File: config.mk
export PLATFORM = sky130hd
export DESIGN_NAME = device_presence_aging_table
export DESIGN_NICKNAME = d
export VERILOG_FILES = /design/src/rtl/dpat_pkg.sv /design/src/rtl/dpat_ctrl.sv /design/src/rtl/dpat_datapath.sv /design/src/rtl/device_presence_aging_table.sv
export SDC_FILE = /design/constraint.sdc
export NUM_CORES = 1
export LEC_CHECK = 0
export BUFFER_PORTS_ARGS = -buffer_cell sky130_fd_sc_hd__buf_4
export CAP_MARGIN = 10
export CORE_AREA = 2 2 185 278
export DETAILED_ROUTE_END_ITERATION = 6
export DIE_AREA = 0 0 187 280
export PLACE_DENSITY = 0.82
export RECOVER_POWER = 50
export SLEW_MARGIN = 40
export SYNTH_ARGS = -nofsm -noshare
export SYNTH_HDL_FRONTEND = slang
export SYNTH_SLANG_ARGS = --single-unit
File: constraint.sdc
create_clock -name clk_i -period 5.4 [get_ports clk_i]
set_input_delay 0.54 -clock clk_i [delete_from_list [all_inputs] [get_ports clk_i]]
set_output_delay 0.54 -clock clk_i [all_outputs]
set_load 0.005 [all_outputs]
File: src/rtl/dpat_pkg.sv
`timescale 1ns / 1ps

package dpat_pkg;

  // Table geometry and field widths
  localparam int TableEntriesDef = 16;
  localparam int ReportMax       = 16;
  localparam int IdxOutW         = 4;
  localparam int IdCharW         = 8;
  localparam int DevIdW          = 9;
  localparam int CountW          = 16;
  localparam int TtlW            = 4;
  localparam int RepCntW         = 5;
  localparam int OutDataW        = 32;

  localparam logic [TtlW-1:0]    TtlResetVal = 4'd5;
  localparam logic [DevIdW-1:0]  IdOffset    = 9'h030;
  localparam logic [CountW-1:0]  CountMax    = 16'hFFFF;

  // Controller states
  typedef enum logic [1:0] {
    ST_IDLE,
    ST_REPORT
  } state_e;

  // Controller to datapath commands
  typedef struct packed {
    logic update;  // learn/refresh and age the table from the accepted item
    logic load;    // move the next report into the output register
  } cmd_t;

  // Datapath to controller status
  typedef struct packed {
    logic rep_last;  // slot under the report pointer is the last one to report
  } sts_t;

endpackage

File: src/rtl/dpat_ctrl.sv
`timescale 1ns / 1ps

module dpat_ctrl
  import dpat_pkg::*;
(
  input  logic clk_i,
  input  logic rst_ni,
  input  logic s_valid_i,
  output logic s_ready_o,
  output logic m_valid_o,
  input  logic m_ready_i,
  input  sts_t sts_i,
  output cmd_t cmd_o
);

  state_e state_q, state_d;
  logic   out_valid_q, out_valid_d;
  logic   out_free;

  // Output register may be refilled when empty or being drained
  assign out_free = !out_valid_q || m_ready_i;

  // Next state
  always_comb begin
    state_d = state_q;
    case (state_q)
      ST_IDLE: begin
        if (s_valid_i) state_d = ST_REPORT;
      end
      ST_REPORT: begin
        if (out_free && sts_i.rep_last) state_d = ST_IDLE;
      end
      default: state_d = ST_IDLE;
    endcase
  end

  // Outputs
  always_comb begin
    s_ready_o  = 1'b0;
    cmd_o      = '0;
    case (state_q)
      ST_IDLE: begin
        s_ready_o  = 1'b1;
        cmd_o.update = s_valid_i;
      end
      ST_REPORT: begin
        cmd_o.load = out_free;
      end
      default: ;
    endcase
  end

  // Output valid flag
  always_comb begin
    out_valid_d = out_valid_q;
    if (cmd_o.load)     out_valid_d = 1'b1;
    else if (m_ready_i) out_valid_d = 1'b0;
  end

  always_ff @(posedge clk_i or negedge rst_ni) begin
    if (!rst_ni) begin
      state_q     <= ST_IDLE;
      out_valid_q <= 1'b0;
    end else begin
      state_q     <= state_d;
      out_valid_q <= out_valid_d;
    end
  end

  assign m_valid_o = out_valid_q;

endmodule

File: src/rtl/dpat_datapath.sv
`timescale 1ns / 1ps

module dpat_datapath
  import dpat_pkg::*;
#(
  parameter int TABLE_ENTRIES = TableEntriesDef
) (
  input  logic                clk_i,
  input  logic                rst_ni,
  input  logic [IdCharW-1:0]  id_char_i,
  input  logic                cfg_we_i,
  input  logic [TtlW-1:0]     cfg_wdata_i,
  input  cmd_t                cmd_i,
  output sts_t                sts_o,
  output logic [IdxOutW-1:0]  entry_index_o,
  output logic [DevIdW-1:0]   device_id_o,
  output logic                connected_o,
  output logic [CountW-1:0]   active_count_o,
  output logic                last_o
);

  localparam int IdxW  = (TABLE_ENTRIES > 1) ? $clog2(TABLE_ENTRIES) : 1;
  localparam int CntW  = $clog2(TABLE_ENTRIES + 1);
  localparam int RepN  = (TABLE_ENTRIES < ReportMax) ? TABLE_ENTRIES : ReportMax;

  logic [TtlW-1:0]   ttl_reload_q;
  logic [CntW-1:0]   filled_q;
  logic [DevIdW-1:0] slot_id_q     [TABLE_ENTRIES];
  logic [CountW-1:0] slot_active_q [TABLE_ENTRIES];
  logic [TtlW-1:0]   slot_ttl_q    [TABLE_ENTRIES];
  logic [IdxOutW-1:0] rep_idx_q;

  logic [DevIdW-1:0]        new_id;
  logic [TABLE_ENTRIES-1:0] match;
  logic [TABLE_ENTRIES-1:0] target;
  logic                     any_hit;
  logic                     room;
  logic [TtlW-1:0]          ttl_loaded;
  logic [IdxW-1:0]          rd_idx;
  logic [RepCntW-1:0]       rep_n;
  logic                     rd_conn;

  // Identifier is the raw byte less ASCII zero, 9-bit wrap
  assign new_id = {1'b0, id_char_i} - IdOffset;

  // Parallel compare against the filled slots
  always_comb begin
    for (int i = 0; i < TABLE_ENTRIES; i++) begin
      match[i] = (CntW'(i) < filled_q) && (slot_id_q[i] == new_id);
    end
  end

  assign any_hit = |match;
  assign room    = filled_q < CntW'(TABLE_ENTRIES);

  // Hit slot, or else the first free slot if there is one
  always_comb begin
    for (int i = 0; i < TABLE_ENTRIES; i++) begin
      target[i] = any_hit ? match[i] : (room && (CntW'(i) == filled_q));
    end
  end

  // Reload then age in the same step, floor at zero
  assign ttl_loaded = (ttl_reload_q == '0) ? '0 : ttl_reload_q - TtlW'(1);

  // Report pointer bookkeeping
  assign rd_idx  = IdxW'(rep_idx_q);
  assign rep_n   = (filled_q >= CntW'(RepN)) ? RepCntW'(RepN) : RepCntW'(filled_q);
  assign rd_conn = slot_ttl_q[rd_idx] != '0;
  assign sts_o.rep_last = ({1'b0, rep_idx_q} + RepCntW'(1)) == rep_n;

  // Configuration register, fill count and report pointer
  always_ff @(posedge clk_i or negedge rst_ni) begin
    if (!rst_ni) begin
      ttl_reload_q <= TtlResetVal;
      filled_q     <= '0;
      rep_idx_q    <= '0;
    end else begin
      if (cfg_we_i) ttl_reload_q <= cfg_wdata_i;
      if (cmd_i.update) begin
        rep_idx_q <= '0;
        if (!any_hit && room) filled_q <= filled_q + CntW'(1);
      end else if (cmd_i.load) begin
        rep_idx_q <= rep_idx_q + IdxOutW'(1);
      end
    end
  end

  // Active counts: bump on hit, start at one on insert, clear on disconnect report
  always_ff @(posedge clk_i or negedge rst_ni) begin
    if (!rst_ni) begin
      for (int i = 0; i < TABLE_ENTRIES; i++) slot_active_q[i] <= '0;
    end else begin
      for (int i = 0; i < TABLE_ENTRIES; i++) begin
        if (cmd_i.update && target[i]) begin
          if (!any_hit)                           slot_active_q[i] <= CountW'(1);
          else if (slot_active_q[i] != CountMax)  slot_active_q[i] <= slot_active_q[i] + CountW'(1);
        end else if (cmd_i.load && (IdxW'(i) == rd_idx) && !rd_conn) begin
          slot_active_q[i] <= '0;
        end
      end
    end
  end

  // Identifiers and time-to-live, no reset needed
  always_ff @(posedge clk_i) begin
    if (cmd_i.update) begin
      for (int i = 0; i < TABLE_ENTRIES; i++) begin
        if (target[i]) begin
          slot_ttl_q[i] <= ttl_loaded;
          if (!any_hit) slot_id_q[i] <= new_id;
        end else if ((CntW'(i) < filled_q) && (slot_ttl_q[i] != '0)) begin
          slot_ttl_q[i] <= slot_ttl_q[i] - TtlW'(1);
        end
      end
    end
  end

  // Output register
  always_ff @(posedge clk_i) begin
    if (cmd_i.load) begin
      entry_index_o  <= rep_idx_q;
      device_id_o    <= slot_id_q[rd_idx];
      connected_o    <= rd_conn;
      active_count_o <= rd_conn ? slot_active_q[rd_idx] : '0;
      last_o         <= sts_o.rep_last;
    end
  end

endmodule

File: src/rtl/device_presence_aging_table.sv
`timescale 1ns / 1ps

// Device presence table. Each item on the slave stream is one identifier
// byte; the stored identifier is the byte less 0x30. A known identifier
// gets its active count bumped (saturating) and its time-to-live reloaded
// from the ttl register; an unknown one takes the next free slot, or is
// dropped once all TABLE_ENTRIES slots are filled. All filled slots then
// age by one, and the first min(filled, 16) slots are reported in order,
// tlast on the final one; a disconnected slot reports count zero and has
// its count cleared. An item is handled as an update step (parallel compare
// over all slots) and then its reports; no new item is taken until the
// last report is loaded. Configuration takes effect on the next item;
// write it only while the block is idle.
module device_presence_aging_table
  import dpat_pkg::*;
#(
  parameter int TABLE_ENTRIES = TableEntriesDef
) (
  input  logic                clk_i,
  input  logic                rst_ni,
  // slave stream: tdata[7:0] id_char
  input  logic                s_axis_tvalid,
  output logic                s_axis_tready,
  input  logic [IdCharW-1:0]  s_axis_tdata,
  // master stream: tdata[3:0] entry_index, [12:4] device_id,
  // [13] connected, [29:14] active_count, [31:30] zero
  output logic                m_axis_tvalid,
  input  logic                m_axis_tready,
  output logic [OutDataW-1:0] m_axis_tdata,
  output logic                m_axis_tlast,
  // ttl_reload register
  input  logic                cfg_we_i,
  input  logic [TtlW-1:0]     cfg_wdata_i
);

  cmd_t               cmd;
  sts_t               sts;
  logic [IdxOutW-1:0] entry_index;
  logic [DevIdW-1:0]  device_id;
  logic               connected;
  logic [CountW-1:0]  active_count;

  dpat_ctrl u_ctrl (
    .clk_i     (clk_i),
    .rst_ni    (rst_ni),
    .s_valid_i (s_axis_tvalid),
    .s_ready_o (s_axis_tready),
    .m_valid_o (m_axis_tvalid),
    .m_ready_i (m_axis_tready),
    .sts_i     (sts),
    .cmd_o     (cmd)
  );

  dpat_datapath #(
    .TABLE_ENTRIES (TABLE_ENTRIES)
  ) u_datapath (
    .clk_i          (clk_i),
    .rst_ni         (rst_ni),
    .id_char_i      (s_axis_tdata),
    .cfg_we_i       (cfg_we_i),
    .cfg_wdata_i    (cfg_wdata_i),
    .cmd_i          (cmd),
    .sts_o          (sts),
    .entry_index_o  (entry_index),
    .device_id_o    (device_id),
    .connected_o    (connected),
    .active_count_o (active_count),
    .last_o         (m_axis_tlast)
  );

  // Pack result fields, lowest field first
  assign m_axis_tdata = {2'b00, active_count, connected, device_id, entry_index};

endmodule

## After elaboration in Yosys (flattened, before gate mapping)

Memory sizes are Yosys's and may differ from the RTL's. A register that Yosys moved wholly into a read port is not among the register bits.
Index checks and enable logic that the tools add are counted.

| cells by class | value |
|---|---|
| multiplexer cells | 317 |
| magnitude comparators | 19 |
| eq/ne operators | 82 |
| add/subtract/negate cells | 37 |
| bitwise operators | 17 |
| reductions and logical operators | 175 |

Operators with widths:

| kind | number |
|---|---|
| 2-to-1 mux 16 bit | 66 |
| adder 16 x 1 -> 16 bit (second input constant) | 16 |
| inequality test 16 bit (second input constant) | 16 |
| 2-to-1 mux 1 bit | 197 |
| == test 9 bit | 16 |
| 2-to-1 mux 4 bit | 34 |
| 2-to-1 mux 9 bit | 15 |
| OR reduction 9 bit | 15 |
| logical AND 1 bit | 98 |
| nonzero test 4 bit | 17 |
| subtractor 4 x 1 -> 4 bit (second input constant) | 17 |
| binary-select mux 16 bit (select 4 bit) | 1 |
| inequality test 3 bit (second input constant) | 16 |
| == test 4 x 5 -> 1 bit (first input constant) | 8 |
| < comparator 4 x 5 -> 1 bit (first input constant) | 8 |
| AND reduction 2 bit | 18 |
| nonzero test 2 bit | 18 |
| == test 4 bit (first input constant) | 8 |
| == test 3 x 5 -> 1 bit (first input constant) | 4 |
| < comparator 3 x 5 -> 1 bit (first input constant) | 4 |
| == test 3 x 4 -> 1 bit (first input constant) | 4 |
| OR 1 bit | 16 |
| OR reduction 16 bit | 1 |
| == test 2 x 5 -> 1 bit (first input constant) | 2 |
| 24 further kinds | 32 |

| word-level totals | value |
|---|---|
| register bits after elaboration | 294 |
| output and inout bits | 35 |
| memory bits (writable) | 208 |
| word-level logic and storage cells | 674 |
| memories | 2 |
| input port bits | 17 |

Memories:

| name | depth | bits a word | rd ports | clocked after memory_dff | wr ports | RTL line | text |
|---|---|---|---|---|---|---|---|
| u_datapath.slot_id_q | 16 | 9 | 17 | 1 | 1 | dpat_datapath.sv:28 | `logic [DevIdW-1:0] slot_id_q [TABLE_ENTRIES];` |
| u_datapath.slot_ttl_q | 16 | 4 | 17 | 0 | 16 | dpat_datapath.sv:30 | `logic [TtlW-1:0] slot_ttl_q [TABLE_ENTRIES];` |

## Logic depth before layout (Yosys ltp)

| logic depth | value |
|---|---|
| depth after elaboration | 24 |
| mapped depth | 15 |
| depth with buffers taken out | 11 |

## Hierarchy

A second synthesis with hierarchy kept.

| second synthesis, totals | value |
|---|---|
| cells, all modules | 2859 |
| area total of the unflattened synthesis | 29931.2 um^2 |

Modules (own cells, without submodules):

| module | cells each | area an instance (um^2) | instances | sequential area each (um^2) |
|---|---|---|---|---|
| dpat_datapath | 2845 | 29801.1 | 1 | 13910.8 |
| dpat_ctrl | 10 | 103.8 | 1 | 50.0 |
| device_presence_aging_table | 4 | 26.3 | 1 | 0.0 |

## Least setup slack after synthesis

Ideal clock, no wire load.

| path | value |
|---|---|
| path type | input to register |
| start point | in s_axis_tdata[4] |
| end point | mem u_datapath.slot_ttl_q[3][0], enable pin |
| cell stages on the path | 13 |
| path slack | 974 ps |
| arrival time | 4125 ps |
| library setup time | 301 ps |
| path through | ha_1 -> buf_2 -> buf_2 -> xor2_1 -> nor3_1 -> o2111ai_1 -> o211ai_1 -> or4_1 -> buf_2 -> nor3_1 -> nand2_1 -> nor3_1 -> or3b_2 |

RTL lines:

| what | RTL line | text |
|---|---|---|
| start, declared | device_presence_aging_table.sv:24 | `input logic [IdCharW-1:0] s_axis_tdata,` |
| end, declared | dpat_datapath.sv:30 |  |

## Worst setup path after layout

| path | value |
|---|---|
| start point | in s_axis_tdata[4] |
| end point | reg u_datapath.slot_active_q[181] (netlist bit) |

| on the way | value |
|---|---|
| longest elaborated chain between the ends | 8 |
| elaborated cells between the ends (all ways) | 41 |
| those cells by class | add/sub: 1; eq/ne: 17; mux: 3; reduce/logical: 20 |

Ends and longest elaborated chain:

| what | RTL line | text |
|---|---|---|
| subtractor 8 x 6 -> 9 bit (*) | dpat_datapath.sv:44 | `assign new_id = {1'b0, id_char_i} - IdOffset;` |
| net u_datapath.new_id[7] | dpat_datapath.sv:33 | `logic [DevIdW-1:0] new_id;` |
| == test 9 bit | dpat_datapath.sv:49 | `match[i] = (CntW'(i) < filled_q) && (slot_id_q[i] == new_id);` |
| logical AND 1 bit | dpat_datapath.sv:49 |  |
| OR reduction 16 bit | dpat_datapath.sv:53 | `assign any_hit = \|match;` |
| 2-to-1 mux 1 bit | dpat_datapath.sv:59 | `target[i] = any_hit ? match[i] : (room && (CntW'(i) == filled_q));` |
| logical AND 1 bit | dpat_datapath.sv:95 | `if (cmd_i.update && target[i]) begin` |
| inequality test 3 bit (no source line) or nonzero test 2 bit (tied branches) | n/a |  |
| AND reduction 2 bit (no source line) | n/a |  |
| end signal, assigned by index | dpat_datapath.sv:96 | `if (!any_hit) slot_active_q[i] <= CountW'(1);` |
| end, declared | dpat_datapath.sv:29 | `logic [CountW-1:0] slot_active_q [TABLE_ENTRIES];` |

The timed path passes the listed nets; every way through them passes the cells marked *.
A chain may end at the register's enable or synchronous reset.

==> flow_summary_export.csv <==
group,metric,value,unit
placed_design,finalWeightedCongestion,1.04,
route,antenna_left,0,
hold_path,hold_path_end,"u_datapath.ttl_reload_q[3]",
die,num_rows,101,
route,first_iter_violations,2731,
layout,nets,2979,
timing,slew_headroom,-1.24,
setup_path,cp.required,5.87,ns
timing,max_freq,209,MHz
logic_synthesis,ys_top_cells_by_area,"edfxtp_1 (24%), dfrtp_1 (23%), mux4_2 (9.6%)",
timing,maxSlewViolCount,253,
layout,fill_cells,3850,
hold_path,hp-start,"cfg_wdata_i[3]",
route,wire_per_inst,26.2,µm
die,initial_core_util,0.591,
setup_path,crit_fanout,19,
timing,grt_setup_unrepaired,"no",
global_route,grt_pass1_wl,145000,µm
logic_synthesis,synth_top_area_frac,0.242,
route,firstDrtPassIters,6,
cts,cts_resized,0,
global_route,grt_pass1_vias,24500,
timing,fin_crit_sh,0.888,
timing,layout_min_cycle_time,4.79,ns
timing,hold_violations,0,
setup_path,worst-r2r-cell-count,8,
route,vias_per_cell,6.87,
logic_synthesis,syn_area,0.0296,mm²
cts,cts_tree,"built",
route,drc_errors,0,
logic_synthesis,postSynth.topFlopCell,"dfrtp_1",
job,max-cap-violations,8,
logic_synthesis,synth_cell_type_count,87,
timing,worstMarginPinSlew,3.35,ns
layout,syn2layout_area_growth,11.3,%
setup_path,timing_worst_setup_path_type,"in -> reg",
global_route,antenna_found_initial,2,
pwr,p_per_area,292,mW/mm²
status,outcome,"finished, violations left",
logic_synthesis,avgSynthCellArea,10.4,µm²
cts,cts_sinks,510,
cts,clock_latency,0.61,ns
setup_path,r2r-end,"u_datapath.slot_active_q[222]",
die,die_w,187,µm
logic_synthesis,ys_warn_count,0,
setup_path,rrSetupSlack,0.98,ns
global_route,grt_max_degree,87,
global_route,grt.total_usage,0.365,
cts,h-tree-depth,2,
die,core,0.0502,mm²
placed_design,dp_cells,3538,
die,dieArea,0.0524,mm²
layout,drive_above_1_share,0.135,
cts,clk_pin_slew,0.06,ns
die,dieHeight,280,µm
logic_synthesis,ys_seq_area_frac,0.471,
pwr,peakVddDrop,0.260,mV
logic_synthesis,synthArstFlopShare,0.531,
setup_path,end_kind,"register",
logic_synthesis,ys_ff_latch,510,
setup_path,startpoint_type,"input port",
die,ios,52,
logic_synthesis,synth_edf_count,239,
cts,clockRootBuffer,"clkbuf_16",
timing,clock_skew,0.0155,ns
pwr,p_leak,0.0132,µW
hold_path,holdPathStages,2,
hold_path,hold_class,"in -> reg",
status,violations,"capacitance limit, slew limit",
logic_synthesis,syn-instance-count,2845,
route,finalWirelength,95200,µm
layout,stdcell_count,3632,
route,vias,25000,
timing,finalSetupTns,0,ns
placed_design,io_buffers,49,
cts,cts_inserted_buffers,50,
setup_path,arrival,5.26,ns
timing,setup_viol,0,
placed_design,dp_hpwl,70200,µm
global_route,grt_overflow,0,
setup_path,r2r-start,"u_datapath.rd_idx[0]",
logic_synthesis,yosys.area.top_type,"edfxtp_1",
cts,cts_buffer_depth,3,
==> stage by stage <==
stage          total power (µW)   util  hold WS [ns]  setup WS (ns)  instance area (µm²)
2_1_floorplan              5230      -         0.244          0.974                29600
3_3_place_gp               5760  0.622         0.485          0.658                31200
3_5_place_dp               5790  0.623         0.499          0.506                31300
4_1_cts                    9670  0.660         0.150           1.14                33100
5_1_grt                    9890  0.658         0.165          0.466                33000
6_report                   9640  0.658         0.166          0.606                33000
==> cell families after synthesis <==
family | count (synthesis) | share of synthesized area
AO/OA/AOI/OAI | 710 | 0.146
XOR/XNOR | 153 | 0.0494
adder cells (fa/ha/maj) | 40 | 0.0169
buffers and inverters | 230 | 0.0309
flip-flops | 510 | 0.471
multiplexers | 180 | 0.115
other | 1 | 0.000127
AND/OR/NAND/NOR | 1021 | 0.171
==> synthesized netlist by cell type, types with 18 or more instances <==
cell / count
a21oi_1: 153
a31oi_1: 53
and2_1: 23
and3_1: 138
buf_2: 27
clkbuf_1: 92
dfrtp_1: 269
edfxtp_1: 239
ha_1: 40
inv_1: 86
mux2i_1: 45
mux4_2: 127
nand2_1: 231
nand2b_1: 18
nand3_1: 140
nand4_1: 29
nor2_1: 256
nor2b_1: 34
nor3_1: 55
nor4_1: 29
o21a_1: 20
o21ai_0: 289
o31ai_1: 52
xnor2_1: 57
xor2_1: 87
==> registers in the layout, summed over array words and instances, names as in the netlist, 4 cells and up <==
register,cells
u_datapath.slot_id_q,144
u_datapath.ttl_reload_q,4
u_datapath.device_id_o,9
u_datapath.slot_active_q,256
u_datapath.slot_ttl_q,64
u_datapath.active_count_o,16
u_datapath.entry_index_o,4
u_datapath.filled_q,5
u_datapath.rd_idx,4
==> worst max-delay path, cell delays in order <==
cell and delay [ns]:
clkbuf_4 0.11, clkbuf_1 1.16, a21oi_4 0.11, xnor2_1 0.45, inv_2 0.19, buf_4 0.24, xnor2_1 0.14, and4_1 0.35
or4b_1 0.60, nor4_1 0.55, buf_4 0.22, o31ai_1 0.07, buf_4 0.19, o21ai_0 0.20, o21ai_0 0.12
==> cell usage in the layout, fill, tap and decap left out, types with 25 or more instances in the layout <==
master and instances:
clkbuf_1 31, nor2b_1 33, nor4_1 25, a31oi_1 53, dfrtp_1 266, nor3_1 52
mux2i_1 45, nor2_1 255, and3_1 138, edfxtp_1 239, clkbuf_16 54, xor2_1 87
inv_1 87, clkbuf_4 26, nand3_1 140, ha_1 40, o31ai_1 51, mux4_2 127
nand4_1 29, buf_4 104, nand2_1 231, o21ai_0 291, a21oi_1 150, xnor2_1 57
==> timing repair <==
| item | in CTS | in global routing |
|---|---|---|
| endpoints found under the hold margin | 54 | 0 |
| buffers inserted | 0 | 0 |
| hold buffers | 1 | 0 |
==> layer usage <==
metal	routed length, µm	GRT usage	vias up
met5	16	0	-
met4	10300	0.335	2
li1	-	-	10900
met1	32100	0.415	12200
met2	45300	0.596	1502
met3	7500	0.0574	432
==> layout make-up <==
cell class                 count  area (µm²)  area share
sequential                   510       14000       0.423
antenna                        1        2.50   0.0000759
clock buffer                  58        1390      0.0420
tap                          669         837      0.0254
clock inverter                34         432      0.0131
inverter                      90         340      0.0103
timing repair buffer         164        1170      0.0356
multi-input combinational   2106       14800       0.450
==> power by group <==
part	switching, µW	total (µW)	internal [µW]
combinational	804	1380	576
sequential	168	4350	4190
clock	1590	3910	2320
==> worst max-delay path by stage <==
stage                                          endpoint       startpoint  slack [ns]  depth (start not counted)
after floorplan             u_datapath.slot_ttl_q[3][0]  s_axis_tdata[4]        0.97                         13
after CTS                 u_datapath.slot_active_q[181]  s_axis_tdata[5]        1.14                         13
after global routing      u_datapath.slot_active_q[181]  s_axis_tdata[4]        0.47                         15
final                     u_datapath.slot_active_q[181]  s_axis_tdata[4]        0.61                         15
after detailed placement  u_datapath.slot_active_q[181]  s_axis_tdata[5]        0.51                         13
after global placement    u_datapath.slot_active_q[215]  s_axis_tdata[5]        0.66                         11
Note: power is estimated with default switching activity, not from simulation.
